## src/buddy_block_allocator_assert.svh

```systemverilog
// Assertion macros used by the buddy allocator sequencer.
`ifndef BUDDY_BLOCK_ALLOCATOR_ASSERT_SVH
`define BUDDY_BLOCK_ALLOCATOR_ASSERT_SVH
`ifndef SYNTHESIS
`define BBA_ASSERT(lbl, prop) \
  lbl: assert property (@(posedge clk_i) disable iff (!rst_ni) prop) \
    else $error("buddy allocator assertion failed");
`define BBA_NEVER(lbl, expr) \
  lbl: assert property (@(posedge clk_i) disable iff (!rst_ni) !(expr)) \
    else $error("buddy allocator forbidden condition");
`else
`define BBA_ASSERT(lbl, prop)
`define BBA_NEVER(lbl, expr)
`endif
`endif

```

## src/bba_pkg.sv

```systemverilog
// Package: constants, node codes and store request type of the buddy allocator.
`timescale 1ns / 1ps
`default_nettype none
package bba_pkg;
  localparam int unsigned LEVELS = 8;
  localparam int unsigned LVL_W  = 3;
  localparam int unsigned ADDR_W = 10;
  localparam int unsigned NODE_W = LEVELS;
  localparam int unsigned SH_W   = 4;

  typedef enum logic [1:0] {
    ST_FREE   = 2'd0,
    ST_ALLOC  = 2'd1,
    ST_SPLIT  = 2'd2,
    ST_ABSENT = 2'd3
  } node_st_e;

  localparam logic OP_ALLOC = 1'b0;
  localparam logic OP_FREE  = 1'b1;

  // Access from the sequencer to the node store
  typedef struct packed {
    logic              rd_en;
    logic [NODE_W-1:0] rd_node;
    logic              wr_en;
    logic [NODE_W-1:0] wr_node;
    node_st_e          wr_st;
  } store_req_t;
endpackage
`default_nettype wire

```

## src/bba_ram.sv

```systemverilog
// Generic single-write, single-read RAM with registered read data.
`timescale 1ns / 1ps
`default_nettype none
module bba_ram #(
  parameter int unsigned WIDTH = 2,
  parameter int unsigned DEPTH = 256
) (
  input  wire logic                     clk_i,
  input  wire logic                     wr_en_i,
  input  wire logic [$clog2(DEPTH)-1:0] wr_addr_i,
  input  wire logic [WIDTH-1:0]         wr_data_i,
  input  wire logic                     rd_en_i,
  input  wire logic [$clog2(DEPTH)-1:0] rd_addr_i,
  output logic      [WIDTH-1:0]         rd_data_o
);
  logic [WIDTH-1:0] mem_q [DEPTH];

  always_ff @(posedge clk_i) begin
    if (wr_en_i) begin
      mem_q[wr_addr_i] <= wr_data_i;
    end
    if (rd_en_i) begin
      rd_data_o <= mem_q[rd_addr_i];
    end
  end
endmodule
`default_nettype wire

```

## src/bba_node_store.sv

```systemverilog
// Node state store: RAM plus per-node written bits giving the reset tree.
`timescale 1ns / 1ps
`default_nettype none
module bba_node_store import bba_pkg::*; (
  input  wire logic       clk_i,
  input  wire logic       rst_ni,
  input  wire store_req_t req_i,
  output node_st_e        rd_st_o
);
  localparam int unsigned DEPTH = 2 ** NODE_W;

  logic [DEPTH-1:0]  written_q;
  logic [NODE_W-1:0] rd_node_q;
  logic [1:0]        ram_rdata;

  bba_ram #(.WIDTH(2), .DEPTH(DEPTH)) u_ram (
    .clk_i     (clk_i),
    .wr_en_i   (req_i.wr_en),
    .wr_addr_i (req_i.wr_node),
    .wr_data_i (req_i.wr_st),
    .rd_en_i   (req_i.rd_en),
    .rd_addr_i (req_i.rd_node),
    .rd_data_o (ram_rdata)
  );

  // Written bits: cleared at reset, set on the first write of a node
  always_ff @(posedge clk_i or negedge rst_ni) begin
    if (!rst_ni) begin
      written_q <= '0;
    end else if (req_i.wr_en) begin
      written_q[req_i.wr_node] <= 1'b1;
    end
  end

  always_ff @(posedge clk_i) begin
    if (req_i.rd_en) begin
      rd_node_q <= req_i.rd_node;
    end
  end

  // Unwritten node reads as its reset state: root free, rest absent
  always_comb begin
    if (written_q[rd_node_q]) begin
      rd_st_o = node_st_e'(ram_rdata);
    end else if (rd_node_q == NODE_W'(1)) begin
      rd_st_o = ST_FREE;
    end else begin
      rd_st_o = ST_ABSENT;
    end
  end
endmodule
`default_nettype wire

```

## src/bba_ctrl.sv

```systemverilog
// Sequencer: walks the buddy tree for allocate and free transactions.
`timescale 1ns / 1ps
`default_nettype none
`include "buddy_block_allocator_assert.svh"
module bba_ctrl import bba_pkg::*; (
  input  wire logic              clk_i,
  input  wire logic              rst_ni,
  input  wire logic              req_valid_i,
  output logic                   req_ready_o,
  input  wire logic              op_i,
  input  wire logic [LVL_W-1:0]  level_i,
  input  wire logic [ADDR_W-1:0] addr_i,
  output logic                   res_valid_o,
  input  wire logic              res_ready_i,
  output logic                   res_ok_o,
  output logic      [ADDR_W-1:0] res_addr_o,
  output store_req_t             store_o,
  input  wire node_st_e          rd_st_i
);
  typedef enum logic [3:0] {
    S_IDLE, S_RD, S_CHK, S_SPLIT, S_SIB_FREE, S_FIN,
    S_FFREE, S_FSIB, S_FABS1, S_FABS2, S_RESP
  } state_e;

  state_e            state_q;
  logic              op_q;
  logic [LVL_W-1:0]  req_lvl_q, lvl_q;
  logic [NODE_W-1:0] node_q;
  logic              ok_q;
  logic [ADDR_W-1:0] addr_q;

  logic              accept;
  logic [SH_W-1:0]   in_sh, lvl_sh;
  logic [ADDR_W-1:0] align_mask;
  logic [NODE_W-1:0] free_node, last_node, lvl_mask;
  logic [NODE_W:0]   level_end;

  assign accept      = req_valid_i && req_ready_o;
  assign req_ready_o = (state_q == S_IDLE);
  assign res_valid_o = (state_q == S_RESP);
  assign res_ok_o    = ok_q;
  assign res_addr_o  = addr_q;

  // Request decode: node index and alignment of a freed block
  assign in_sh      = SH_W'(ADDR_W) - SH_W'(level_i);
  assign align_mask = (ADDR_W'(1) << in_sh) - ADDR_W'(1);
  assign free_node  = (NODE_W'(1) << level_i) | NODE_W'(addr_i >> in_sh);

  // Level bookkeeping for the current walk position
  assign lvl_sh    = SH_W'(ADDR_W) - SH_W'(lvl_q);
  assign level_end = ((NODE_W+1)'(1) << (SH_W'(lvl_q) + SH_W'(1))) - (NODE_W+1)'(1);
  assign last_node = level_end[NODE_W-1:0];
  assign lvl_mask  = (NODE_W'(1) << lvl_q) - NODE_W'(1);

  // Store access per state
  always_comb begin
    store_o         = '0;
    store_o.wr_st   = ST_FREE;
    store_o.rd_node = node_q;
    store_o.wr_node = node_q;
    case (state_q)
      S_RD:       store_o.rd_en = 1'b1;
      S_SPLIT:    begin
        store_o.wr_en = 1'b1;
        store_o.wr_st = ST_SPLIT;
      end
      S_SIB_FREE: begin
        store_o.wr_en   = 1'b1;
        store_o.wr_node = {node_q[NODE_W-2:0], 1'b1};
        store_o.wr_st   = ST_FREE;
      end
      S_FIN:      begin
        store_o.wr_en = 1'b1;
        store_o.wr_st = ST_ALLOC;
      end
      S_FFREE:    begin
        store_o.wr_en   = 1'b1;
        store_o.wr_st   = ST_FREE;
        store_o.rd_en   = (node_q != NODE_W'(1));
        store_o.rd_node = node_q ^ NODE_W'(1);
      end
      S_FABS1:    begin
        store_o.wr_en = 1'b1;
        store_o.wr_st = ST_ABSENT;
      end
      S_FABS2:    begin
        store_o.wr_en   = 1'b1;
        store_o.wr_node = node_q ^ NODE_W'(1);
        store_o.wr_st   = ST_ABSENT;
      end
      default:    ;
    endcase
  end

  // Sequencer state and result registers
  always_ff @(posedge clk_i or negedge rst_ni) begin
    if (!rst_ni) begin
      state_q   <= S_IDLE;
      op_q      <= OP_ALLOC;
      req_lvl_q <= '0;
      lvl_q     <= '0;
      node_q    <= NODE_W'(1);
      ok_q      <= 1'b0;
      addr_q    <= '0;
    end else begin
      case (state_q)
        S_IDLE: begin
          if (accept) begin
            op_q      <= op_i;
            req_lvl_q <= level_i;
            lvl_q     <= level_i;
            ok_q      <= 1'b0;
            addr_q    <= '0;
            if (op_i == OP_ALLOC) begin
              node_q  <= NODE_W'(1) << level_i;
              state_q <= S_RD;
            end else if ((addr_i & align_mask) != '0) begin
              state_q <= S_RESP;
            end else begin
              node_q  <= free_node;
              state_q <= S_RD;
            end
          end
        end
        S_RD: state_q <= S_CHK;
        S_CHK: begin
          if (op_q == OP_FREE) begin
            state_q <= (rd_st_i == ST_ALLOC) ? S_FFREE : S_RESP;
          end else if (rd_st_i == ST_FREE) begin
            state_q <= (lvl_q == req_lvl_q) ? S_FIN : S_SPLIT;
          end else if (node_q != last_node) begin
            node_q  <= node_q + NODE_W'(1);
            state_q <= S_RD;
          end else if (lvl_q == '0) begin
            state_q <= S_RESP;
          end else begin
            // nothing free here: move one level up
            lvl_q   <= lvl_q - LVL_W'(1);
            node_q  <= NODE_W'(1) << (lvl_q - LVL_W'(1));
            state_q <= S_RD;
          end
        end
        S_SPLIT: state_q <= S_SIB_FREE;
        S_SIB_FREE: begin
          node_q  <= {node_q[NODE_W-2:0], 1'b0};
          lvl_q   <= lvl_q + LVL_W'(1);
          state_q <= (lvl_q + LVL_W'(1) == req_lvl_q) ? S_FIN : S_SPLIT;
        end
        S_FIN: begin
          ok_q    <= 1'b1;
          addr_q  <= ADDR_W'(node_q & lvl_mask) << lvl_sh;
          state_q <= S_RESP;
        end
        S_FFREE: begin
          if (node_q == NODE_W'(1)) begin
            ok_q    <= 1'b1;
            state_q <= S_RESP;
          end else begin
            state_q <= S_FSIB;
          end
        end
        S_FSIB: begin
          if (rd_st_i == ST_FREE) begin
            state_q <= S_FABS1;
          end else begin
            ok_q    <= 1'b1;
            state_q <= S_RESP;
          end
        end
        S_FABS1: state_q <= S_FABS2;
        S_FABS2: begin
          node_q  <= node_q >> 1;
          state_q <= S_FFREE;
        end
        S_RESP: begin
          if (res_ready_i) begin
            state_q <= S_IDLE;
          end
        end
        default: state_q <= S_IDLE;
      endcase
    end
  end

  `BBA_ASSERT(a_rd_then_chk, (state_q == S_RD) |=> (state_q == S_CHK))
  `BBA_ASSERT(a_accept_next, accept |=> (state_q == S_RD || state_q == S_RESP))
  `BBA_NEVER(a_node_nonzero, (state_q == S_CHK || state_q == S_FFREE) && node_q == '0)
  `BBA_NEVER(a_lvl_range, (state_q == S_SPLIT || state_q == S_FIN) && lvl_q > req_lvl_q)
endmodule
`default_nettype wire

```

## src/buddy_block_allocator.sv

```systemverilog
// Buddy block allocator top level: stream ports, result register, tree walk.
//
//  channel   dir  payload (low bit first)           handshake
//  s_axis    in   opcode, level, block_address      tvalid/tready
//  m_axis    out  ok, start_addr                    tvalid/tready
//
// One transaction at a time; each node visit is a registered RAM read,
// then a check. Allocate scans up to 255 nodes, then splits down level by
// level; free checks the block and merges with free buddies toward the
// root, and a misaligned address is rejected without a walk. Reset returns
// the tree to one free root at once through per-node written bits. A waiting
// result sits in the output register while the next transaction is taken.
`timescale 1ns / 1ps
`default_nettype none
module buddy_block_allocator import bba_pkg::*; (
  input  wire logic        clk_i,
  input  wire logic        rst_ni,
  input  wire logic        s_axis_tvalid_i,
  output logic             s_axis_tready_o,
  input  wire logic [15:0] s_axis_tdata_i,   // opcode, level[3], block_address[10], pad
  output logic             m_axis_tvalid_o,
  input  wire logic        m_axis_tready_i,
  output logic      [15:0] m_axis_tdata_o    // ok, start_addr[10], pad
);
  store_req_t        store_req;
  node_st_e          rd_st;
  logic              res_valid, res_ready, res_ok;
  logic [ADDR_W-1:0] res_addr;
  logic              out_valid_q;
  logic              out_ok_q;
  logic [ADDR_W-1:0] out_addr_q;

  bba_ctrl u_ctrl (
    .clk_i       (clk_i),
    .rst_ni      (rst_ni),
    .req_valid_i (s_axis_tvalid_i),
    .req_ready_o (s_axis_tready_o),
    .op_i        (s_axis_tdata_i[0]),
    .level_i     (s_axis_tdata_i[3:1]),
    .addr_i      (s_axis_tdata_i[13:4]),
    .res_valid_o (res_valid),
    .res_ready_i (res_ready),
    .res_ok_o    (res_ok),
    .res_addr_o  (res_addr),
    .store_o     (store_req),
    .rd_st_i     (rd_st)
  );

  bba_node_store u_store (
    .clk_i  (clk_i),
    .rst_ni (rst_ni),
    .req_i  (store_req),
    .rd_st_o(rd_st)
  );

  // Output register
  assign res_ready = !out_valid_q || m_axis_tready_i;

  always_ff @(posedge clk_i or negedge rst_ni) begin
    if (!rst_ni) begin
      out_valid_q <= 1'b0;
    end else if (res_ready) begin
      out_valid_q <= res_valid;
    end
  end

  always_ff @(posedge clk_i) begin
    if (res_ready && res_valid) begin
      out_ok_q   <= res_ok;
      out_addr_q <= res_addr;
    end
  end

  assign m_axis_tvalid_o = out_valid_q;
  assign m_axis_tdata_o  = {5'b0, out_addr_q, out_ok_q};
endmodule
`default_nettype wire

```

## config.mk

```make
export PLATFORM = sky130hd
export DESIGN_NAME = buddy_block_allocator
export DESIGN_NICKNAME = d
export VERILOG_FILES = /design/src/bba_pkg.sv /design/src/bba_ram.sv /design/src/bba_node_store.sv /design/src/bba_ctrl.sv /design/src/buddy_block_allocator.sv
export VERILOG_INCLUDE_DIRS = /design/src /design/src/src
export SDC_FILE = /design/constraint.sdc
export NUM_CORES = 1
export LEC_CHECK = 0
export BUFFER_PORTS_ARGS = -buffer_cell sky130_fd_sc_hd__buf_2
export CORE_MARGIN = 1
export CORE_UTILIZATION = 43
export CTS_CLUSTER_DIAMETER = 100
export DETAILED_ROUTE_END_ITERATION = 12
export HOLD_SLACK_MARGIN = 0.12
export PLACE_DENSITY = 0.55
export SLEW_MARGIN = 30
export SYNTH_ARGS = -nofsm -noshare
export SYNTH_HDL_FRONTEND = slang
export SYNTH_SLANG_ARGS = --single-unit
```

## constraint.sdc

```tcl
create_clock -name clk_i -period 15.8 [get_ports clk_i]
set_clock_uncertainty 0.1 [all_clocks]
set_input_delay 0.79 -clock clk_i [delete_from_list [all_inputs] [get_ports clk_i]]
set_output_delay 0.79 -clock clk_i [all_outputs]
set_load 0.005 [all_outputs]
```

==> results.cfg, run 1 <==
[clocking]
cts_tree = built
clock_sinks = 820
htreeDepth = 3
clk_latency_ns = 0.65
cts_resized = 0
cts_root_buf = clkbuf_16
numCtsBuffers = 87
clkTransAtPathRegs_ns = 0.07
cts_buffer_depth = 3

[timing]
fin_crit_sh_pct = 35.1
timing.fmax_mhz = 180
slew_headroom_pct = 32.0
worstMarginPinSlew_ns = 1.02
period_minus_slack_ns = 5.54
setup_tns_ns = 0
slew_viol_final = 0
finalSetupViolCount = 0
rsz0062_at_grt = no
hold_viol = 0

[global_route]
grt_max_degree = 99
antenna_found_initial = 0
grt_usage_pct = 25.5
grt_pass1_wl_um = 162000
grt_pass1_vias = 24191
grt_overflow = 0

[die]
ioPinCount = 38
die_w_um = 293
core-area_mm2 = 0.0838
rows = 106
initial_core_util_pct = 43.6
dieArea_mm2 = 0.0861
die_y_um = 293

[pwr]
p_per_area_mw_per_mm2 = 189
seqPwrFrac_pct = 37.6
power_leakage_nw = 15.8
clkPwrFrac_pct = 26.6
power.internal_mw = 4.80
peakVddDrop_uv = 114
p_sw_mw = 2.88
combPwrFrac_pct = 35.8
swShare_pct = 37.5

[place]
gp_congestion = 0.877
dpl-instance-area_mm2 = 0.0377
placement.io_buffers = 30
place_hpwl_um = 66800

[cells_and_area]
antenna_cells = 0
fin_area_mm2 = 0.0406
fin_nets = 2934
syn_to_final_growth_pct = 11.2
final_cell_mix = 533 x edfxtp_1, 350 x nand2_1, 336 x nor2_1
final_common_cell = edfxtp_1
drive_above_1_share_pct = 20.2
layout.core_utilization_pct = 48.5

[setup_path]
r2r_setup_slack_ns = 10.26
critPathMaxStageDelay_ns = 0.68
crit_fanout = 47
path_class = flop to flop
end_kind = flop
r2r-start = u_ctrl.state_q[2]
worst_path_most_repeated_cell = buf_4
reg2regPathDepth = 15
path_cells = nor4bb_4 > buf_4 > xnor2_4 > buf_4 > clkinv_2 > buf_4 > buf_4 > nand2_1 > a21oi_1 > nor4_1 > a21oi_1 > a221oi_1 > a21oi_1 > nor2_1 > o311ai_0
reg2reg_to = u_store.u_ram.rd_data_o[1]
crit_slowest_cell = dfrtp_1
crit_path_start_kind = flop
worstPathRequired_ns = 16.06
cp.arrival_ns = 5.80

[detailed_routing]
ant_nets = 0
drc = 0
vias = 24297
wl_per_cell_um = 26.5
avgViaCountPerCell = 5.92
routed_wirelength_um = 109000
dr.pass1.iters = 8
first_iter_violations = 2608

[synth]
ys.warnings.count = 0
synth-seq-area-share_pct = 63.5
synthCells = 2913
synth.distinct_cells = 81
synth-seq-cells = 820
synth_ff_type = edfxtp_1
synth-edff-count = 533
synth_area_per_cell_um2 = 12.5
ys_async_sr_fraction_pct = 35.0
syn-cell-area_mm2 = 0.0365

[hold_path]
whs_path_depth = 2
hp-start = m_axis_tready_i
hp-class = input pin to flop
hold_end = m_axis_tvalid_o

[flow_run]
drv_cap = 0

[run_status]
status = finished clean
power by group through the flow:
| stage | Clock [mW] | Combinational, mW | Sequential (mW) |
|---|---|---|---|
| after floorplan | 0 | 1.86 | 2.88 |
| after global routing | 2.15 | 2.95 | 2.91 |
| final | 2.04 | 2.75 | 2.89 |
| after global placement | 0 | 2.69 | 2.92 |
| after CTS | 2.07 | 2.74 | 2.88 |
| after detailed placement | 0 | 2.73 | 2.92 |
per-stage QoR:
stage	hold WS [ns]	cells	setup WS, ns	power, mW
6_report	0.272	4103	10.26	7.68
5_1_grt	0.271	4103	9.84	8.01
4_1_cts	0.241	4103	10.09	7.70
3_5_place_dp	0.337	3938	10.10	5.65
3_3_place_gp	0.337	3936	10.11	5.60
2_1_floorplan	0.325	2917	6.28	4.74
worst max-delay path: cells and delay by family, from the launching register on:
kind                      cells  cell delay [ns]
xor gates and xnor gates      1             0.16
buffers and inverters         5             2.38
AOI/OAI and AO/OA             5             1.02
and+or+nand+nor               4             0.89
DFF                           1             0.68
registers in the layout (all words and copies together) (netlist names), 2 cells and up:
name                     flops
u_store.u_ram.mem_q        512
u_ctrl.node_q                8
u_ctrl.lvl_q                 3
u_store.rd_node_q            8
u_ctrl.req_lvl_q             3
u_store.u_ram.rd_data_o      2
u_ctrl.res_addr_o           10
u_store.written_q          256
u_ctrl.state_q               4
out_addr_q                  10
synth_stat cells, types with 9 or more instances:
library cell    n  area share, %
buf_4          16           0.33
a22oi_1        28           0.58
buf_2          38           0.52
mux4_2         86            5.3
nand4_1        27           0.46
or2_2         259            4.4
ha_1           20           0.69
clkbuf_1      120            1.2
nor2b_1        15           0.26
a32oi_1        31           0.74
mux2i_1       128            3.5
a21oi_1        68           0.93
o21ai_0        61           0.84
a31oi_1        43           0.74
o22ai_1        23           0.39
nor2_1        342            3.5
a311oi_1       10           0.24
inv_1          24           0.25
xnor2_1        21           0.50
nor3_1         42           0.58
mux2_2         15           0.46
edfxtp_1      533             44
nand3_1       101            1.4
nor4_1         11           0.19
o211ai_1       13           0.27
buf_1          13           0.13
a211oi_1        9           0.19
nand2_1       364            3.7
dfrtp_1       286             20
and3_1         10           0.17
worst max-delay path by stage:
stage	startpoint	to
after floorplan	u_ctrl.state_q[0]	u_store.u_ram.mem_q[0][0]
after global placement	u_ctrl.state_q[1]	u_store.u_ram.rd_data_o[1]
after detailed placement	u_ctrl.state_q[2]	u_store.u_ram.rd_data_o[1]
after CTS	u_ctrl.state_q[2]	u_store.u_ram.rd_data_o[1]
after global routing	u_ctrl.state_q[2]	u_store.u_ram.rd_data_o[1]
final	u_ctrl.state_q[2]	u_store.u_ram.rd_data_o[1]
layer usage:
metal  vias up  track usage, %  share of wire (%)
met5         -               0                  0
met4         0            8.45                3.2
met3       183            4.21                7.5
met2      1096            40.6                 47
met1     12372            35.5                 43
li1      10646               -                  -
final cells by class:
| type | count | area, um^2 |
|---|---|---|
| fillers | 7426 | 43200 |
| flip-flops and latches | 820 | 23200 |
| multi-input cells | 1878 | 12500 |
| clock buffers | 119 | 2370 |
| well taps | 1134 | 1420 |
| repair buffers | 80 | 581 |
| clock inverters | 45 | 479 |
| inverters | 27 | 103 |
kinds of logic after synthesis:
logic type	after synthesis	share of synthesized area, %
and+or+nand+nor	1220	15.8
DFF	820	63.5
AOI/OAI and AO/OA	368	6.92
other	1	0.0103
adders and majority gates	20	0.685
buffers and inverters	219	2.67
muxes	235	9.71
xor gates and xnor gates	30	0.740
what timing repair did:
item | CTS | global route
hold buffers | 1 | 0
buffers inserted | 0 | 0
hold endpoints to repair | 75 | 0
No activity file was read; power rests on OpenSTA's default activity.
==> run 2, diff against run 1 <==
--- a/config.mk
+++ b/config.mk
@@ -6,6 +6,7 @@
 export SDC_FILE = /design/constraint.sdc
 export NUM_CORES = 1
 export LEC_CHECK = 0
+export ABC_AREA = 1
 export BUFFER_PORTS_ARGS = -buffer_cell sky130_fd_sc_hd__buf_2
 export CORE_MARGIN = 1
 export CORE_UTILIZATION = 43
==> constraint.sdc (replaced) <==
create_clock -name clk_i -period 5.8 [get_ports clk_i]
set_clock_uncertainty 0.1 [all_clocks]
set_input_delay 0.29 -clock clk_i [delete_from_list [all_inputs] [get_ports clk_i]]
set_output_delay 0.29 -clock clk_i [all_outputs]
set_load 0.005 [all_outputs]
==> results.cfg, run 2 <==
[clocking]
cts_tree = built
clk_latency_ns = 0.64
cts_buffer_depth = 3
cts_setup_buffers = 0
numCtsBuffers = 88
htreeDepth = 3
clock_sinks = 820
clkTransAtPathRegs_ns = 0.06
cts_root_buf = clkbuf_16

[setup_path]
crit_fanout = 132
crit_path_start_kind = flop
worstPathRequired_ns = 6.08
r2r-start = u_ctrl.node_q[0]
end_kind = flop
cp.arrival_ns = 4.03
startpoint = u_ctrl.node_q[0]
reg2regPathDepth = 12
path_class = flop to flop

[run_status]
status = finished clean

[detailed_routing]
m1WireLength_um = 49300
avgViaCountPerCell = 5.59
first_iter_violations = 2500
vias = 27099
route.met3.wl_um = 7440
routed-wl-met2_um = 50100
routed_wirelength_um = 111000
drc = 0
ant_nets = 0
wl_per_cell_um = 22.8
dr.pass1.iters = 5
routed.top_layer = met4

[synth]
synthCells = 3682
synth-edff-count = 533
ys.warnings.count = 0
synth_common_cells = 566 x nor2_1, 533 x edfxtp_1, 486 x o21ai_0
synthTopCellsByArea = edfxtp_1 43%, dfrtp_1 19%, o21ai_0 6.6%, nor2_1 5.7%, nand2_1 4.9%
yosysTopAreaCell = edfxtp_1
ys_async_sr_fraction_pct = 35.0
synth-seq-area-share_pct = 62.5
yosysMostFrequentCell = nor2_1
synth_area_per_cell_um2 = 10.1
synth-seq-cells = 820
synth.distinct_cells = 61
synth_top_area_share_pct = 43.1
synth_ff_type = edfxtp_1
syn-cell-area_mm2 = 0.0371

[die]
dieArea_mm2 = 0.0875
rows = 107
ioPinCount = 38
die_y_um = 296
initial_core_util_pct = 43.5
die_w_um = 296
core-area_mm2 = 0.0853

[pwr]
clkPwrFrac_pct = 28.0
combPwrFrac_pct = 34.7
power_leakage_nw = 15.9
swShare_pct = 38.5
seqPwrFrac_pct = 37.2
p_sw_mw = 7.93
power_mw = 20.6
p_per_area_mw_per_mm2 = 499
peakVddDrop_uv = 361
power.internal_mw = 12.7

[hold_path]
whs_path_depth = 6
hp-class = input pin to flop
hp-start = s_axis_tdata_i[10]

[cells_and_area]
top_regs = u_store.u_ram.mem_q x512, u_store.written_q x256
syn_to_final_growth_pct = 11.2
fin_area_mm2 = 0.0413
fin_nets = 3673
drive_above_1_share_pct = 10.2
instances_no_fill = 4851
largest-register = u_store.u_ram.mem_q
final_common_cell = nor2_1
final_cell_mix = 563 x nor2_1, 533 x edfxtp_1, 486 x o21ai_0
layout.core_utilization_pct = 48.4
largest_reg_flops = 512

[timing]
setup_tns_ns = 0
slew_viol_final = 0
timing.fmax_mhz = 266
slew_headroom_pct = 34.3
finalSetupViolCount = 0
fin_crit_sh_pct = 64.8
rsz0062_at_grt = no
hold_slack_ns = 0.265
hold_viol = 0
setup_ws_ns = 2.04
worstMarginPinSlew_ns = 0.985
period_minus_slack_ns = 3.76

[global_route]
grt_pass1_vias = 26275
grt_max_degree = 141
antenna_found_initial = 3
grt_overflow = 0
grt_usage_pct = 25.5
grt_pass1_wl_um = 165000

[place]
place_hpwl_um = 62600
place_inst = 4677
dpl_worst_slack_ns = 2.12
dpl-instance-area_mm2 = 0.0382
placement.io_buffers = 30
gp_congestion = 0.854

[flow_run]
drv_cap = 0
## run 2: cell types whose count changed in the layout (fill, tap and decap cells not counted), sizes merged, moves of 38 or more
cell    change
o211ai     +56
nand3     +208
nand2     +126
o21ai     +451
or2       -165
mux4       -92
inv       +232
o22ai      +38
mux2i     -126
o221ai     +56
nor2      +239
a31oi      -40
## run 2: final timing paths
path	end	slack, ns
max	u_store.u_ram.rd_data_o[1]	2.04
min	u_ctrl.state_q[0]	0.26
max reg2reg	u_store.u_ram.rd_data_o[1]	2.04
min reg2reg	out_addr_q[4]	0.34
max in group asynchronous	u_ctrl.node_q[1]	3.68
min in group asynchronous	u_ctrl.res_addr_o[4]	0.66
## run 2: logic make-up after synthesis
family	share of synthesized area, %
flops	62.5
buf+inv	6.05
other cells	0.0101
fa+ha+maj	0.674
mux	0.0539
simple gates	18.0
compound gates	12.2
xor+xnor	0.583
## run 2: power by group through the flow
stage	logic, mW	registers (mW)	clock network (mW)
after floorplan	4.84	7.68	0
after global placement	7.08	7.76	0
after detailed placement	7.09	7.78	0
after CTS	7.12	7.66	5.85
after global routing	7.84	7.72	6.08
final	7.16	7.67	5.77
## run 2: routing by layer
layer	up-vias	global-route usage [%]
li1	12586	-
met1	13399	35.8
met2	917	39.9
met3	197	4.58
met4	0	8.80
met5	-	0
## run 2: cell type report
class / count / area (um^2)
Antenna cell: 1 / 2.50
Clock buffer: 138 / 2700
Clock inverter: 25 / 292
Fill cell: 7978 / 44000
Inverter: 268 / 1020
Multi-Input combinational cell: 2347 / 11800
Sequential cell: 820 / 23200
Tap cell: 1144 / 1430
Timing Repair Buffer: 108 / 862
## run 2: what timing repair did
| action | in CTS | in global routing |
|---|---|---|
| hold buffers | 10 | 0 |
| hold endpoints to repair | 72 | 0 |
| gates resized for setup | 0 | 0 |
## run 2: worst max-delay path, cell delays in order (launching register included)
cell and delay [ns]:
dfstp_2 0.62, inv_2 0.14, nand2_1 0.19, nand2_8 0.47, buf_4 0.46, o21ai_0 0.18, o221ai_1 0.16, o211ai_1 0.15
nand3_1 0.24, a21oi_1 0.41, nand2_1 0.10, nand3_1 0.10, nand2_1 0.05
